--- src/hdl/mwlm_pkg.sv ---
// shared types and constants for the multichannel window limit monitor
// no dependencies; every other file of the block except mwlm_ram refers to this package by scoped names
package mwlm_pkg;

	// parameter defaults
	localparam int MAX_CHANNELS_DEF = 16;
	localparam int WINDOW_ROWS_DEF  = 5;
	localparam int SAMPLE_BITS_DEF  = 16;

	// fixed field widths
	localparam int CFG_W     = 5;
	localparam int CFG_IDX_W = 1;
	localparam int ROW_W     = 24;
	localparam int CNT_W     = 5;

	localparam logic [ROW_W-1:0] ROW_MAX = {ROW_W{1'b1}};
	localparam logic [CNT_W-1:0] CNT_MAX = {CNT_W{1'b1}};

	localparam logic [CFG_W-1:0] THRESHOLD_RESET = 5'd0;
	localparam logic [CFG_W-1:0] ACTIVE_RESET    = 5'd16;

	// configuration register indexes
	localparam logic [CFG_IDX_W-1:0] REG_THRESHOLD = 1'b0;
	localparam logic [CFG_IDX_W-1:0] REG_ACTIVE    = 1'b1;

	// request codes
	localparam logic REQ_SAMPLE = 1'b0;
	localparam logic REQ_LIMITS = 1'b1;

	// row bookkeeping that travels with a sample down the pipeline
	typedef struct packed {
		logic             last;
		logic             emit;
		logic [ROW_W-1:0] row_number;
	} row_tag_t;

endpackage

--- src/hdl/multichannel_window_limit_monitor.sv ---
// top level of the multichannel window limit monitor: history, sum and limit memories
// and the read-modify-write pipeline; depends on mwlm_pkg, mwlm_ram, mwlm_ctrl, mwlm_check
//
//   port group   direction  flow control        payload
//   in_*         input      in_valid/in_stall   req_type, channel, sample, low_limit, high_limit
//   out_*        output     out_valid/out_stall row_number, failing_count, row_anomalous
//   cfg_*        input      cfg_we              cfg_index, cfg_data
//
// one item per cycle while in_stall is low; the sample that ends a row passes the stage 1 and
// stage 2 registers before the output register loads (memory read, sum update and write-back, compare)
// the memories read and write on separate ports in the same cycle; a sample that hits
// the entry written by the sample just ahead of it takes the forwarded value, so no bubble is needed
// reset clears valid bits for every history and sum entry at once, with no clearing pass
// a stalled result holds the whole pipeline; in_stall is high while a result waits on out_stall
module multichannel_window_limit_monitor #(
	parameter int MAX_CHANNELS = mwlm_pkg::MAX_CHANNELS_DEF,
	parameter int WINDOW_ROWS  = mwlm_pkg::WINDOW_ROWS_DEF,
	parameter int SAMPLE_BITS  = mwlm_pkg::SAMPLE_BITS_DEF,
	parameter int CH_W         = (MAX_CHANNELS > 1) ? $clog2(MAX_CHANNELS) : 1
) (
	input  logic                              clk,
	input  logic                              arst_n,
	input  logic                              cfg_we,
	input  logic [mwlm_pkg::CFG_IDX_W-1:0]    cfg_index,
	input  logic [mwlm_pkg::CFG_W-1:0]        cfg_data,
	input  logic                              in_valid,
	output logic                              in_stall,
	input  logic                              req_type,
	input  logic [CH_W-1:0]                   channel,
	input  logic signed [SAMPLE_BITS-1:0]     sample,
	input  logic signed [SAMPLE_BITS-1:0]     low_limit,
	input  logic signed [SAMPLE_BITS-1:0]     high_limit,
	output logic                              out_valid,
	input  logic                              out_stall,
	output logic [mwlm_pkg::ROW_W-1:0]        row_number,
	output logic [mwlm_pkg::CNT_W-1:0]        failing_count,
	output logic                              row_anomalous
);

	localparam int HIST_DEPTH = WINDOW_ROWS * MAX_CHANNELS;
	localparam int HIST_AW    = $clog2(HIST_DEPTH);
	localparam int SUM_W      = SAMPLE_BITS + $clog2(WINDOW_ROWS);

	logic                       en;
	logic                       accept;
	logic                       sample_go;
	logic                       limit_we;
	logic [HIST_AW-1:0]         hist_addr;
	mwlm_pkg::row_tag_t         tag;
	logic [mwlm_pkg::CFG_W-1:0] threshold;

	// stage 1: memory read data arrives
	logic                          valid_s1;
	logic [CH_W-1:0]               ch_s1;
	logic [HIST_AW-1:0]            hidx_s1;
	logic signed [SAMPLE_BITS-1:0] sample_s1;
	mwlm_pkg::row_tag_t            tag_s1;

	// stage 2: last write-back, kept for forwarding and the compare
	logic                          valid_s2;
	logic [CH_W-1:0]               ch_s2;
	logic [HIST_AW-1:0]            hidx_s2;
	logic signed [SAMPLE_BITS-1:0] sample_s2;
	logic signed [SUM_W-1:0]       sum_s2;
	logic signed [SAMPLE_BITS-1:0] low_s2;
	logic signed [SAMPLE_BITS-1:0] high_s2;
	mwlm_pkg::row_tag_t            tag_s2;

	logic [HIST_DEPTH-1:0]   hist_vld_q;
	logic [MAX_CHANNELS-1:0] sum_vld_q;

	logic [SAMPLE_BITS-1:0]        hist_rdata;
	logic [SUM_W-1:0]              sum_rdata;
	logic [2*SAMPLE_BITS-1:0]      lim_rdata;
	logic signed [SAMPLE_BITS-1:0] old_sample;
	logic signed [SUM_W-1:0]       old_sum;
	logic signed [SUM_W-1:0]       new_sum;
	logic                          wb;

	assign en       = !(out_valid && out_stall);
	assign in_stall = !en;
	assign accept   = in_valid && en;

	mwlm_ctrl #(
		.MAX_CHANNELS (MAX_CHANNELS),
		.WINDOW_ROWS  (WINDOW_ROWS),
		.CH_W         (CH_W),
		.HIST_AW      (HIST_AW)
	) u_ctrl (
		.clk       (clk),
		.arst_n    (arst_n),
		.cfg_we    (cfg_we),
		.cfg_index (cfg_index),
		.cfg_data  (cfg_data),
		.accept    (accept),
		.req_type  (req_type),
		.channel   (channel),
		.sample_go (sample_go),
		.limit_we  (limit_we),
		.hist_addr (hist_addr),
		.tag       (tag),
		.threshold (threshold)
	);

	mwlm_ram #(
		.WIDTH (SAMPLE_BITS),
		.DEPTH (HIST_DEPTH)
	) u_hist_ram (
		.clk   (clk),
		.we    (wb),
		.waddr (hidx_s1),
		.wdata (sample_s1),
		.re    (en),
		.raddr (hist_addr),
		.rdata (hist_rdata)
	);

	mwlm_ram #(
		.WIDTH (SUM_W),
		.DEPTH (MAX_CHANNELS)
	) u_sum_ram (
		.clk   (clk),
		.we    (wb),
		.waddr (ch_s1),
		.wdata (new_sum),
		.re    (en),
		.raddr (channel),
		.rdata (sum_rdata)
	);

	mwlm_ram #(
		.WIDTH (2 * SAMPLE_BITS),
		.DEPTH (MAX_CHANNELS)
	) u_limit_ram (
		.clk   (clk),
		.we    (limit_we),
		.waddr (channel),
		.wdata ({high_limit, low_limit}),
		.re    (en),
		.raddr (channel),
		.rdata (lim_rdata)
	);

	always_ff @(posedge clk or negedge arst_n) begin
		if (!arst_n) begin
			valid_s1 <= 1'b0;
			valid_s2 <= 1'b0;
		end else if (en) begin
			valid_s1 <= sample_go;
			valid_s2 <= valid_s1;
		end
	end

	always_ff @(posedge clk) begin
		if (en) begin
			ch_s1     <= channel;
			hidx_s1   <= hist_addr;
			sample_s1 <= sample;
			tag_s1    <= tag;
			ch_s2     <= ch_s1;
			hidx_s2   <= hidx_s1;
			sample_s2 <= sample_s1;
			sum_s2    <= new_sum;
			low_s2    <= lim_rdata[SAMPLE_BITS-1:0];
			high_s2   <= lim_rdata[2*SAMPLE_BITS-1:SAMPLE_BITS];
			tag_s2    <= tag_s1;
		end
	end

	// the entry written on the edge that loaded stage 1 is read stale, take it from stage 2
	always_comb begin
		if (valid_s2 && (hidx_s2 == hidx_s1)) begin
			old_sample = sample_s2;
		end else if (hist_vld_q[hidx_s1]) begin
			old_sample = hist_rdata;
		end else begin
			old_sample = '0;
		end
		if (valid_s2 && (ch_s2 == ch_s1)) begin
			old_sum = sum_s2;
		end else if (sum_vld_q[ch_s1]) begin
			old_sum = sum_rdata;
		end else begin
			old_sum = '0;
		end
		new_sum = old_sum - SUM_W'(old_sample) + SUM_W'(sample_s1);
		wb      = en && valid_s1;
	end

	always_ff @(posedge clk or negedge arst_n) begin
		if (!arst_n) begin
			hist_vld_q <= '0;
			sum_vld_q  <= '0;
		end else if (wb) begin
			hist_vld_q[hidx_s1] <= 1'b1;
			sum_vld_q[ch_s1]    <= 1'b1;
		end
	end

	mwlm_check #(
		.WINDOW_ROWS (WINDOW_ROWS),
		.SAMPLE_BITS (SAMPLE_BITS),
		.SUM_W       (SUM_W)
	) u_check (
		.clk           (clk),
		.arst_n        (arst_n),
		.en            (en),
		.valid_s2      (valid_s2),
		.tag_s2        (tag_s2),
		.sum_s2        (sum_s2),
		.low_s2        (low_s2),
		.high_s2       (high_s2),
		.threshold     (threshold),
		.out_valid     (out_valid),
		.row_number    (row_number),
		.failing_count (failing_count),
		.row_anomalous (row_anomalous)
	);

	// no result before the window has filled
	a_first_row: assert property (@(posedge clk) disable iff (!arst_n)
		$rose(out_valid) |-> (row_number >= mwlm_pkg::ROW_W'(WINDOW_ROWS)))
		else $error("result before window filled");

	// a result that follows a transfer carries a later row unless the counter saturated
	a_row_order: assert property (@(posedge clk) disable iff (!arst_n)
		(out_valid && !out_stall) |=>
		(!out_valid || (row_number > $past(row_number)) || (row_number == mwlm_pkg::ROW_MAX)))
		else $error("row number did not advance");

	// a write-back marks its history entry as holding data
	a_hist_valid: assert property (@(posedge clk) disable iff (!arst_n)
		wb |=> hist_vld_q[$past(hidx_s1)])
		else $error("history valid bit not set");

endmodule

--- src/hdl/mwlm_ram.sv ---
// generic single write port, single read port ram with registered read data
// no dependencies
module mwlm_ram #(
	parameter int WIDTH = 16,
	parameter int DEPTH = 16
) (
	input  logic                                    clk,
	input  logic                                    we,
	input  logic [((DEPTH > 1) ? $clog2(DEPTH) : 1)-1:0] waddr,
	input  logic [WIDTH-1:0]                        wdata,
	input  logic                                    re,
	input  logic [((DEPTH > 1) ? $clog2(DEPTH) : 1)-1:0] raddr,
	output logic [WIDTH-1:0]                        rdata
);

	logic [WIDTH-1:0] mem [DEPTH];

	always_ff @(posedge clk) begin
		if (we) begin
			mem[waddr] <= wdata;
		end
		if (re) begin
			rdata <= mem[raddr];
		end
	end

endmodule

--- src/hdl/mwlm_ctrl.sv ---
// configuration registers and row bookkeeping at the input stage
// depends on mwlm_pkg
module mwlm_ctrl #(
	parameter int MAX_CHANNELS = mwlm_pkg::MAX_CHANNELS_DEF,
	parameter int WINDOW_ROWS  = mwlm_pkg::WINDOW_ROWS_DEF,
	parameter int CH_W         = (MAX_CHANNELS > 1) ? $clog2(MAX_CHANNELS) : 1,
	parameter int HIST_AW      = $clog2(WINDOW_ROWS * MAX_CHANNELS)
) (
	input  logic                          clk,
	input  logic                          arst_n,
	input  logic                          cfg_we,
	input  logic [mwlm_pkg::CFG_IDX_W-1:0] cfg_index,
	input  logic [mwlm_pkg::CFG_W-1:0]    cfg_data,
	input  logic                          accept,
	input  logic                          req_type,
	input  logic [CH_W-1:0]               channel,
	output logic                          sample_go,
	output logic                          limit_we,
	output logic [HIST_AW-1:0]            hist_addr,
	output mwlm_pkg::row_tag_t            tag,
	output logic [mwlm_pkg::CFG_W-1:0]    threshold
);

	localparam int CMP_W  = (mwlm_pkg::CFG_W > CH_W + 1) ? mwlm_pkg::CFG_W : CH_W + 1;
	localparam int SLOT_W = $clog2(WINDOW_ROWS);
	localparam int FILL_W = $clog2(WINDOW_ROWS + 1);

	logic [mwlm_pkg::CFG_W-1:0] thr_q;
	logic [mwlm_pkg::CFG_W-1:0] act_q;
	logic [SLOT_W-1:0]          slot_q;
	logic [HIST_AW-1:0]         base_q;
	logic [FILL_W-1:0]          fill_q;
	logic [mwlm_pkg::ROW_W-1:0] row_q;

	logic [CMP_W-1:0]           act_raw;
	logic [CMP_W-1:0]           act_eff;
	logic [CMP_W-1:0]           ch_ext;
	logic                       is_sample;
	logic                       row_end;
	logic [FILL_W-1:0]          fill_next;
	logic [mwlm_pkg::ROW_W-1:0] row_next;

	always_comb begin
		act_raw = CMP_W'(act_q);
		// out-of-range channel counts clamp into 1..MAX_CHANNELS
		if (act_raw == '0) begin
			act_eff = CMP_W'(1);
		end else if (act_raw > CMP_W'(MAX_CHANNELS)) begin
			act_eff = CMP_W'(MAX_CHANNELS);
		end else begin
			act_eff = act_raw;
		end
		ch_ext    = CMP_W'(channel);
		is_sample = (req_type == mwlm_pkg::REQ_SAMPLE);
		sample_go = accept && is_sample && (ch_ext < act_eff);
		limit_we  = accept && !is_sample && (ch_ext < CMP_W'(MAX_CHANNELS));
		row_end   = (ch_ext == act_eff - CMP_W'(1));
		fill_next = (fill_q == FILL_W'(WINDOW_ROWS)) ? fill_q : fill_q + FILL_W'(1);
		row_next  = (row_q == mwlm_pkg::ROW_MAX) ? row_q : row_q + mwlm_pkg::ROW_W'(1);
	end

	assign hist_addr      = base_q + HIST_AW'(channel);
	assign tag.last       = row_end;
	assign tag.emit       = (fill_next == FILL_W'(WINDOW_ROWS));
	assign tag.row_number = row_next;
	assign threshold      = thr_q;

	always_ff @(posedge clk or negedge arst_n) begin
		if (!arst_n) begin
			thr_q <= mwlm_pkg::THRESHOLD_RESET;
			act_q <= mwlm_pkg::ACTIVE_RESET;
		end else if (cfg_we) begin
			case (cfg_index)
				mwlm_pkg::REG_THRESHOLD: thr_q <= cfg_data;
				mwlm_pkg::REG_ACTIVE:    act_q <= cfg_data;
				default: ;
			endcase
		end
	end

	// slot advances at the last active channel of a row
	always_ff @(posedge clk or negedge arst_n) begin
		if (!arst_n) begin
			slot_q <= '0;
			base_q <= '0;
			fill_q <= '0;
			row_q  <= '0;
		end else if (sample_go && row_end) begin
			if (slot_q == SLOT_W'(WINDOW_ROWS - 1)) begin
				slot_q <= '0;
				base_q <= '0;
			end else begin
				slot_q <= slot_q + SLOT_W'(1);
				base_q <= base_q + HIST_AW'(MAX_CHANNELS);
			end
			fill_q <= fill_next;
			row_q  <= row_next;
		end
	end

endmodule

--- src/hdl/mwlm_check.sv ---
// limit compare, failing-channel count and output register
// depends on mwlm_pkg
module mwlm_check #(
	parameter int WINDOW_ROWS = mwlm_pkg::WINDOW_ROWS_DEF,
	parameter int SAMPLE_BITS = mwlm_pkg::SAMPLE_BITS_DEF,
	parameter int SUM_W       = SAMPLE_BITS + $clog2(WINDOW_ROWS)
) (
	input  logic                              clk,
	input  logic                              arst_n,
	input  logic                              en,
	input  logic                              valid_s2,
	input  mwlm_pkg::row_tag_t                tag_s2,
	input  logic signed [SUM_W-1:0]           sum_s2,
	input  logic signed [SAMPLE_BITS-1:0]     low_s2,
	input  logic signed [SAMPLE_BITS-1:0]     high_s2,
	input  logic [mwlm_pkg::CFG_W-1:0]        threshold,
	output logic                              out_valid,
	output logic [mwlm_pkg::ROW_W-1:0]        row_number,
	output logic [mwlm_pkg::CNT_W-1:0]        failing_count,
	output logic                              row_anomalous
);

	localparam logic signed [SUM_W-1:0] WIN_C = SUM_W'(WINDOW_ROWS);

	logic [mwlm_pkg::CNT_W-1:0] fail_q;
	logic                       out_valid_q;

	logic signed [SUM_W-1:0]    low_ext;
	logic signed [SUM_W-1:0]    high_ext;
	logic signed [SUM_W-1:0]    lo_bound;
	logic signed [SUM_W-1:0]    hi_bound;
	logic                       fail;
	logic [mwlm_pkg::CNT_W-1:0] cnt;
	logic                       load;

	// window average inside the open interval, scaled by the window length
	always_comb begin
		low_ext  = SUM_W'(low_s2);
		high_ext = SUM_W'(high_s2);
		lo_bound = low_ext * WIN_C;
		hi_bound = high_ext * WIN_C;
		fail     = !((lo_bound < sum_s2) && (sum_s2 < hi_bound));
		cnt      = (fail && (fail_q != mwlm_pkg::CNT_MAX))
		           ? fail_q + mwlm_pkg::CNT_W'(1) : fail_q;
		load     = en && valid_s2 && tag_s2.last && tag_s2.emit;
	end

	always_ff @(posedge clk or negedge arst_n) begin
		if (!arst_n) begin
			fail_q <= '0;
		end else if (en && valid_s2) begin
			fail_q <= tag_s2.last ? '0 : cnt;
		end
	end

	always_ff @(posedge clk or negedge arst_n) begin
		if (!arst_n) begin
			out_valid_q <= 1'b0;
		end else if (load) begin
			out_valid_q <= 1'b1;
		end else if (en) begin
			out_valid_q <= 1'b0;
		end
	end

	always_ff @(posedge clk) begin
		if (load) begin
			row_number    <= tag_s2.row_number;
			failing_count <= cnt;
			row_anomalous <= (cnt > threshold);
		end
	end

	assign out_valid = out_valid_q;

endmodule
--- config.mk ---
export PLATFORM = sky130hd
export DESIGN_NAME = multichannel_window_limit_monitor
export DESIGN_NICKNAME = d
export VERILOG_FILES = /design/src/hdl/mwlm_pkg.sv /design/src/hdl/multichannel_window_limit_monitor.sv /design/src/hdl/mwlm_ram.sv /design/src/hdl/mwlm_ctrl.sv /design/src/hdl/mwlm_check.sv
export SDC_FILE = /design/constraint.sdc
export NUM_CORES = 2
export LEC_CHECK = 0
export BUFFER_PORTS_ARGS = -buffer_cell sky130_fd_sc_hd__buf_4
export CAP_MARGIN = 20
export CORE_MARGIN = 5
export CORE_UTILIZATION = 50
export DETAILED_ROUTE_END_ITERATION = 10
export PLACE_DENSITY = 0.69
export SETUP_SLACK_MARGIN = 0.1
export SYNTH_ARGS = -nofsm -noshare
export SYNTH_HDL_FRONTEND = slang
export SYNTH_SLANG_ARGS = --single-unit
--- constraint.sdc ---
create_clock -name clk -period 10.85 [get_ports clk]
set_input_delay 0.5425 -clock clk [delete_from_list [all_inputs] [get_ports clk]]
set_output_delay 0.5425 -clock clk [all_outputs]
set_load 0.005 [all_outputs]
# After elaboration in Yosys (flattened, before gate mapping)
# Memories as Yosys holds them, arrays and structs flattened. A register that Yosys moved wholly into a read port is not among the register bits.
# Index checks and enable logic that the tools add are counted.
dict set report op_classes {
  eq_ne 9
  div_mod_pow 0
  bitwise_logic 4
  magnitude_cmp 9
  n_addsub 9
  multipliers 2
  reduce_logical 24
  n_mux 26
  shift 0
}
# operator n
set op_table {}
lappend op_table {{80-bit bitwise OR} 1}
lappend op_table {{19-bit < comparator} 2}
lappend op_table {{16-bit by 4-bit multiplier with 19-bit output, second input constant} 2}
lappend op_table {{19-bit two-way mux} 2}
lappend op_table {{16-bit two-way mux} 2}
lappend op_table {{24-bit by 1-bit adder with 24-bit output, second input constant} 1}
lappend op_table {{24-bit equality test, second input constant} 1}
lappend op_table {{24-bit two-way mux} 1}
lappend op_table {{5-bit two-way mux} 4}
lappend op_table {{19-bit by 16-bit adder with 19-bit output} 1}
lappend op_table {{19-bit by 16-bit subtractor with 19-bit output} 1}
lappend op_table {{1-bit logical AND} 16}
lappend op_table {{16-bit bitwise OR} 1}
lappend op_table {{1-bit two-way mux} 10}
lappend op_table {{3-bit equality test, second input constant} 3}
lappend op_table {{7-bit by 8-bit < comparator with 1-bit output, second input constant} 1}
lappend op_table {{7-bit by 4-bit adder with 7-bit output} 1}
lappend op_table {{7-bit by 5-bit adder with 7-bit output, second input constant} 1}
lappend op_table {{1-bit binary-select mux with 7-bit select} 1}
lappend op_table {{1-bit demux with 7-bit select} 1}
lappend op_table {{7-bit equality test} 1}
lappend op_table {{7-bit by 1-bit greater-or-equal comparator with 1-bit output, second input constant} 1}
lappend op_table {{7-bit two-way mux} 1}
lappend op_table {{3-bit by 1-bit adder with 3-bit output, second input constant} 2}
lappend op_table {{other kinds (18)} 25}
dict set report word_totals {
  latch_bits 0
  register_bits 338
  memories 3
  rom_bits 0
  mem_bits_rw 2096
  output_inout_bits 32
}
# memory words word_bits rd rd_clocked_by_memory_dff wr line
set mem_list {}
lappend mem_list {u_hist_ram.mem 80 16 1 1 1 mwlm_ram.sv:16} ;# logic [WIDTH-1:0] mem [DEPTH];
lappend mem_list {u_limit_ram.mem 16 32 1 1 1 mwlm_ram.sv:16}
lappend mem_list {u_sum_ram.mem 16 19 1 1 1 mwlm_ram.sv:16}

# Longest topological paths before layout
dict set report depth {
  ltp_word 7
  depth_mapped 29
  ltp_nobuf 29
}

# Modules after synthesis
# A second synthesis with hierarchy kept.
dict set report unflattened {
  cells_unflattened 5196
  area_unflattened_um2 99858.3
}
# mod area_each_um2 n_inst cells_per_inst seq_area_each_um2
set by_module_without_submodules {}
lappend by_module_without_submodules {{mwlm_ram (u_hist_ram)} 49998.0 1 2392 38917.3}
lappend by_module_without_submodules {{mwlm_ram (u_limit_ram)} 20174.3 1 838 16335.7}
lappend by_module_without_submodules {{mwlm_ram (u_sum_ram)} 12035.3 1 507 9699.3}
lappend by_module_without_submodules {multichannel_window_limit_monitor 11031.8 1 785 7166.9}
lappend by_module_without_submodules {mwlm_check 3942.5 1 405 1051.0}
lappend by_module_without_submodules {mwlm_ctrl 2676.3 1 269 1077.3}

# Worst setup path after synthesis
# OpenSTA, ideal clock, no wires.
dict set report synth_path {
  path_kind {input -> register}
  startpoint {in out_stall}
  endpoint {mem u_limit_ram.mem[1][0] in the netlist's numbering (enable)}
  stages 5
  setup_slack_ns 2.059
  setup_time_ns 0.461
  required_time_ns 10.389
  arrival_time_ns 8.330
  cell_sequence {nand2_1 > nand3_1 > nor2_1 > nand2_1 > nor3_1}
}
dict set report synth_between {
  elab_chain_len 6
}
# item line
set synth_rtl {}
lappend synth_rtl {{start, declared} multichannel_window_limit_monitor.sv:34} ;# input logic out_stall,
lappend synth_rtl {{1-bit logical AND} multichannel_window_limit_monitor.sv:80} ;# assign en = !(out_valid && out_stall);
lappend synth_rtl {{1-bit zero test} multichannel_window_limit_monitor.sv:80}
lappend synth_rtl {{1-bit logical AND} multichannel_window_limit_monitor.sv:82} ;# assign accept = in_valid && en;
lappend synth_rtl {{1-bit logical AND} mwlm_ctrl.sv:56} ;# limit_we = accept && !is_sample && (ch_ext < CMP_W'(MAX_CHANNELS));
lappend synth_rtl {{1-bit two-way mux} mwlm_ram.sv:19} ;# if (we) begin
lappend synth_rtl {{1-bit two-way mux (implied by the code)} mwlm_ram.sv:20} ;# mem[waddr] <= wdata;
lappend synth_rtl {{end, declared} mwlm_ram.sv:16}
# Every way passes these cells.

# Worst setup path in the final report
dict set report layout_path {
  startpoint {reg ch_s1[0]}
  endpoint {mem u_sum_ram.mem[10][16] in the netlist's numbering (data pin)}
}
dict set report layout_between {
  elab_chain_len 6
}
# item line
set layout_rtl {}
lappend layout_rtl {{start, declared} multichannel_window_limit_monitor.sv:54} ;# logic [CH_W-1:0] ch_s1;
lappend layout_rtl {{start signal, assigned} multichannel_window_limit_monitor.sv:156} ;# ch_s1 <= channel;
lappend layout_rtl {{1-bit binary-select mux with 4-bit select} multichannel_window_limit_monitor.sv:181} ;# end else if (sum_vld_q[ch_s1]) begin
lappend layout_rtl {{1-bit two-way mux (implied by the code)} multichannel_window_limit_monitor.sv:181}
lappend layout_rtl {{19-bit two-way mux} multichannel_window_limit_monitor.sv:181}
lappend layout_rtl {{19-bit two-way mux (*)} multichannel_window_limit_monitor.sv:179} ;# if (valid_s2 && (ch_s2 == ch_s1)) begin
lappend layout_rtl {{19-bit by 16-bit subtractor with 19-bit output (*)} multichannel_window_limit_monitor.sv:186} ;# new_sum = old_sum - SUM_W'(old_sample) + SUM_W'(sample_s1);
lappend layout_rtl {{19-bit by 16-bit adder with 19-bit output (*)} multichannel_window_limit_monitor.sv:186}
lappend layout_rtl {{named net new_sum[16]} multichannel_window_limit_monitor.sv:77} ;# logic signed [SUM_W-1:0] new_sum;
lappend layout_rtl {{end, declared} mwlm_ram.sv:16}
# The timed path passes the listed nets; every way through them passes the cells marked *. The select of a mux whose other input is x is not followed.

==> flow_metrics.env <==
export IMPL_ctsLongestPathBuffers=3
export IMPL_via_count=47900
export IMPL_gr_usage_all_layers_pct=22.6
export IMPL_drt_iter0_markers=5430
export IMPL_start_util_pct=50.1
export IMPL_grt_pass1_vias=48000
export IMPL_numClockSinks=2493
export IMPL_synth_avg_cell_area_sq_um=21.2
export IMPL_end_kind="register"
export IMPL_outcome="complete, no violations"
export IMPL_cts_buffers=235
export IMPL_yosys_area_top_type_share_pct=71.5
export IMPL_routed_wl_microns=232000
export IMPL_synth_async_reset_ratio_pct=5.90
export IMPL_insertion_delay_ns=0.89
export IMPL_finalSetupViolCount=0
export IMPL_r2r_cells=19
export IMPL_finalHoldViolCount=0
export IMPL_final_cells=7868
export IMPL_drv_slew=0
export IMPL_whs_path_depth=4
export IMPL_dieArea_sq_um=206000
export IMPL_synth_top_area_cell="edfxtp_1"
export IMPL_maxCapViolCount=0
export IMPL_worst_slew_pin_slew_ns=1.10
export IMPL_synthTopCellsByArea="edfxtp_1 (72%), mux4_2 (15%), dfrtp_1 (3.7%)"
export IMPL_period_minus_slack_ns=7.32
export IMPL_clock_fmax_ghz=0.137
export IMPL_start_kind="register"
export IMPL_final_nets=5240
export IMPL_port_buffers=95
export IMPL_cts_tree="done"
export IMPL_hp_class="in2reg"
export IMPL_multiInputGateArea_sq_um=23300
export IMPL_ios=96
export IMPL_cts_resized=0
export IMPL_cpMostUsedCell="nor2_1"
export IMPL_design_area_sq_um=112000
export IMPL_cp_arrival_ns=7.81
export IMPL_setup_tns_ns=0
export IMPL_placed_area_sq_um=103000
export IMPL_area_growth_pct=13.4
export IMPL_finClkSkew_ns=0.0722
export IMPL_synth_cell_types=58
export IMPL_via_per_inst=6.08
export IMPL_powerDensity_nw_per_um2=208
export IMPL_core_area_sq_um=197000
export IMPL_synth_seq_cells=2493
export IMPL_cts_root_buf="clkbuf_16"
export IMPL_drive_gt1_share_pct=28.6
export IMPL_grt_max_degree=139
export IMPL_ff_latch_area_sq_um=74100
export IMPL_drc_errors=0
export IMPL_r2r_start="ch_s1[0]"
export IMPL_cp_cell_sequence="buf_4 > mux4_2 > mux4_2 > mux2i_1 > nor2_1 > a31oi_1 > nor2_1 > a211oi_4 > nor2_1 > fa_1 > inv_1 > ha_1 > nor2b_1 > o31ai_1 > a31oi_1 > o41ai_1 > o21ai_0 > o41a_1 > xor2_1"
export IMPL_rows=163
export IMPL_synth_edf_count=2346
export IMPL_synth_ff_type="edfxtp_1"
export IMPL_grt_setup_unrepaired="false"
export IMPL_dp_cells=7362
export IMPL_place_gp_congestion=0.896
export IMPL_ir_drop_mv=0.227
export IMPL_post_route_period_util_pct=67.5
export IMPL_path_class="reg2reg"
export IMPL_first_pass_iters=5
export IMPL_hold_path_startpoint="cfg_index"
export IMPL_relSlewSlack_pct=26.0
export IMPL_netlist_instances=4640
export IMPL_syn_num_nets=4856
export IMPL_synth_area_sq_um=98500
export IMPL_cp_slowest_cell="xor2_1"
export IMPL_fp_dieW_microns=454
export IMPL_die_h_microns=454
export IMPL_gr_total_overflow=0
export IMPL_antenna_left=0
export IMPL_ys_warn_count=0
export IMPL_finalPower_mw=23.3
export IMPL_ys_seq_area_share_pct=75.3
export IMPL_fill_cells=14200
export IMPL_critPathLaunch="ch_s1[0]"
export IMPL_clk_pin_slew_ns=0.06
export IMPL_critical_path_required_ns=11.34
export IMPL_drt_wirelength_per_cell_microns=29.5
export IMPL_hpwl_microns=134000
export IMPL_max_stage_delay_ns=0.82
export IMPL_worstPathMaxFanout=32
export IMPL_grt_pass1_wl_microns=336000
export IMPL_grt_antenna_before_repair=15
export IMPL_power_leakage_nw=37.6
export IMPL_cts_htree_levels=4
Yosys cell counts (7+ instances only):
cell         n
xnor2_1     62
nor2b_1     18
a21oi_1    109
mux2i_1     71
o31ai_1     14
clkbuf_1   107
and3_1      29
fa_1        20
or2_2      101
a31oi_1      7
nor3_1      29
o21bai_1    15
edfxtp_1  2346
ha_1       132
o21ai_0     89
mux4_2     638
inv_1      106
nand3_1     27
nor2_1     169
dfrtp_1    146
buf_1       16
o22ai_1     21
nand2_1     76
a21o_1      24
mux2_2      63
buf_2       68
nand2b_1    23
xor2_1      40
metal layers:
metal	part of all wire, %	routed length (microns)	vias up	track usage, %
met3	9.5	22100	329	5.00
met5	0.012	27	-	0
li1	-	-	19800	-
met1	41	94500	25400	33.0
met2	47	110000	2282	34.9
met4	2.7	6180	4	6.37
metrics by stage:
stage / util, % / hold slack, ns / setup WS, ns
2_1_floorplan: - / 0.247 / 2.06
3_3_place_gp: 52.6 / 0.401 / 3.60
3_5_place_dp: 52.6 / 0.405 / 3.45
4_1_cts: 56.8 / 0.00312 / 3.34
5_1_grt: 56.8 / 0.0896 / 3.07
6_report: 56.8 / 0.0633 / 3.53
critical path, delay by kind of cell, from the launching register on:
kind | cells | cell delay (ns)
AO/OA/AOI/OAI | 7 | 2.61
multiplexers | 3 | 1.29
adder cells (fa/ha/maj) | 2 | 0.84
XOR/XNOR | 1 | 0.82
buffers and inverters | 2 | 0.53
AND/OR/NAND/NOR | 4 | 0.47
flip-flops | 1 | 0.32
area by class of cell:
type / count / share of cell area, %
repair buffers: 345 / 2.57
clock buffers: 308 / 5.61
clock inverters: 128 / 1.23
inverters: 108 / 0.363
well taps: 2640 / 2.96
diodes: 5 / 0.0112
flip-flops and latches: 2493 / 66.4
multi-input cells: 1841 / 20.9
logic make-up (layout without fill, tap and decap cells):
kind of cell    count (synthesis)  in the layout  share of synthesized area, %
compound gates                323            323                          1.97
xor+xnor                      102            102                         0.907
fa+ha+maj                     152            152                          2.08
buf+inv                       306            889                          1.28
flops                        2493           2493                          75.3
mux                           772            772                          16.0
other cells                     0              5                             0
simple gates                  492            492                          2.46
power breakdown:
group | internal (mW) | switching (mW) | total, mW | leakage [nW]
clock network | 4.52 | 3.53 | 8.04 | 3.69
registers | 11.6 | 0.233 | 11.8 | 23.5
logic | 1.24 | 2.16 | 3.40 | 10.3
total | 17.3 | 5.92 | 23.3 | 37.6
flip-flops by register name (all words and copies together), names as in the netlist, 5 cells and up:
name and count:
u_sum_ram.rdata 19, high_s2 16, u_limit_ram.mem 512, low_s2 16, tag_s1 26, sum_s2 19
hist_vld_q 80, u_ctrl.act_q 5, sample_s2 16, u_hist_ram.rdata 16, tag_s2 26, sum_vld_q 16
u_hist_ram.mem 1280, hidx_s1 5, u_check.failing_count 5, hidx_s2 5, u_ctrl.threshold 5, u_ctrl.row_q 24
u_limit_ram.rdata 32, u_sum_ram.mem 304, sample_s1 16, u_check.fail_q 5, u_check.row_number 24
worst paths after layout:
path | end | slack, ns
max | u_sum_ram.mem[10][16] | 3.53
min | u_ctrl.threshold[1] | 0.06
max reg2reg | u_sum_ram.mem[10][16] | 3.53
min reg2reg | tag_s2[11] | 0.39
max in group asynchronous | hist_vld_q[5] | 9.02
min in group asynchronous | u_ctrl.row_q[12] | 0.34
repair_timing:
action,4_1_cts,5_1_grt
hold buffers,55,0
hold endpoints to repair,608,0
setup buffers,0,0
cells in the final DEF, fill, tap and decap left out, drive strengths merged, types with 4 or more instances in the layout:
cell and count:
o21ai 89, nor2b 18, nor3 29, xnor2 62
a21boi 4, nand2 76, and3 29, mux2i 71
a21oi 109, dfrtp 146, mux4 638, o211ai 5
clkbuf 308, fa 20, diode 5, a211oi 6
a31oi 7, o22ai 21, clkinvlp 9, mux2 63
a22oi 5, buf 290, o21bai 15, dlygate4sd3 55
nand2b 23, or2 101, clkinv 95, ha 132
nand3 27, a21o 24, edfxtp 2346, o21a 6
xor2 40, nor2 170, bufinv 18, nand4 6
o31ai 14, inv 114
Note: power is estimated with default switching activity, not from simulation.
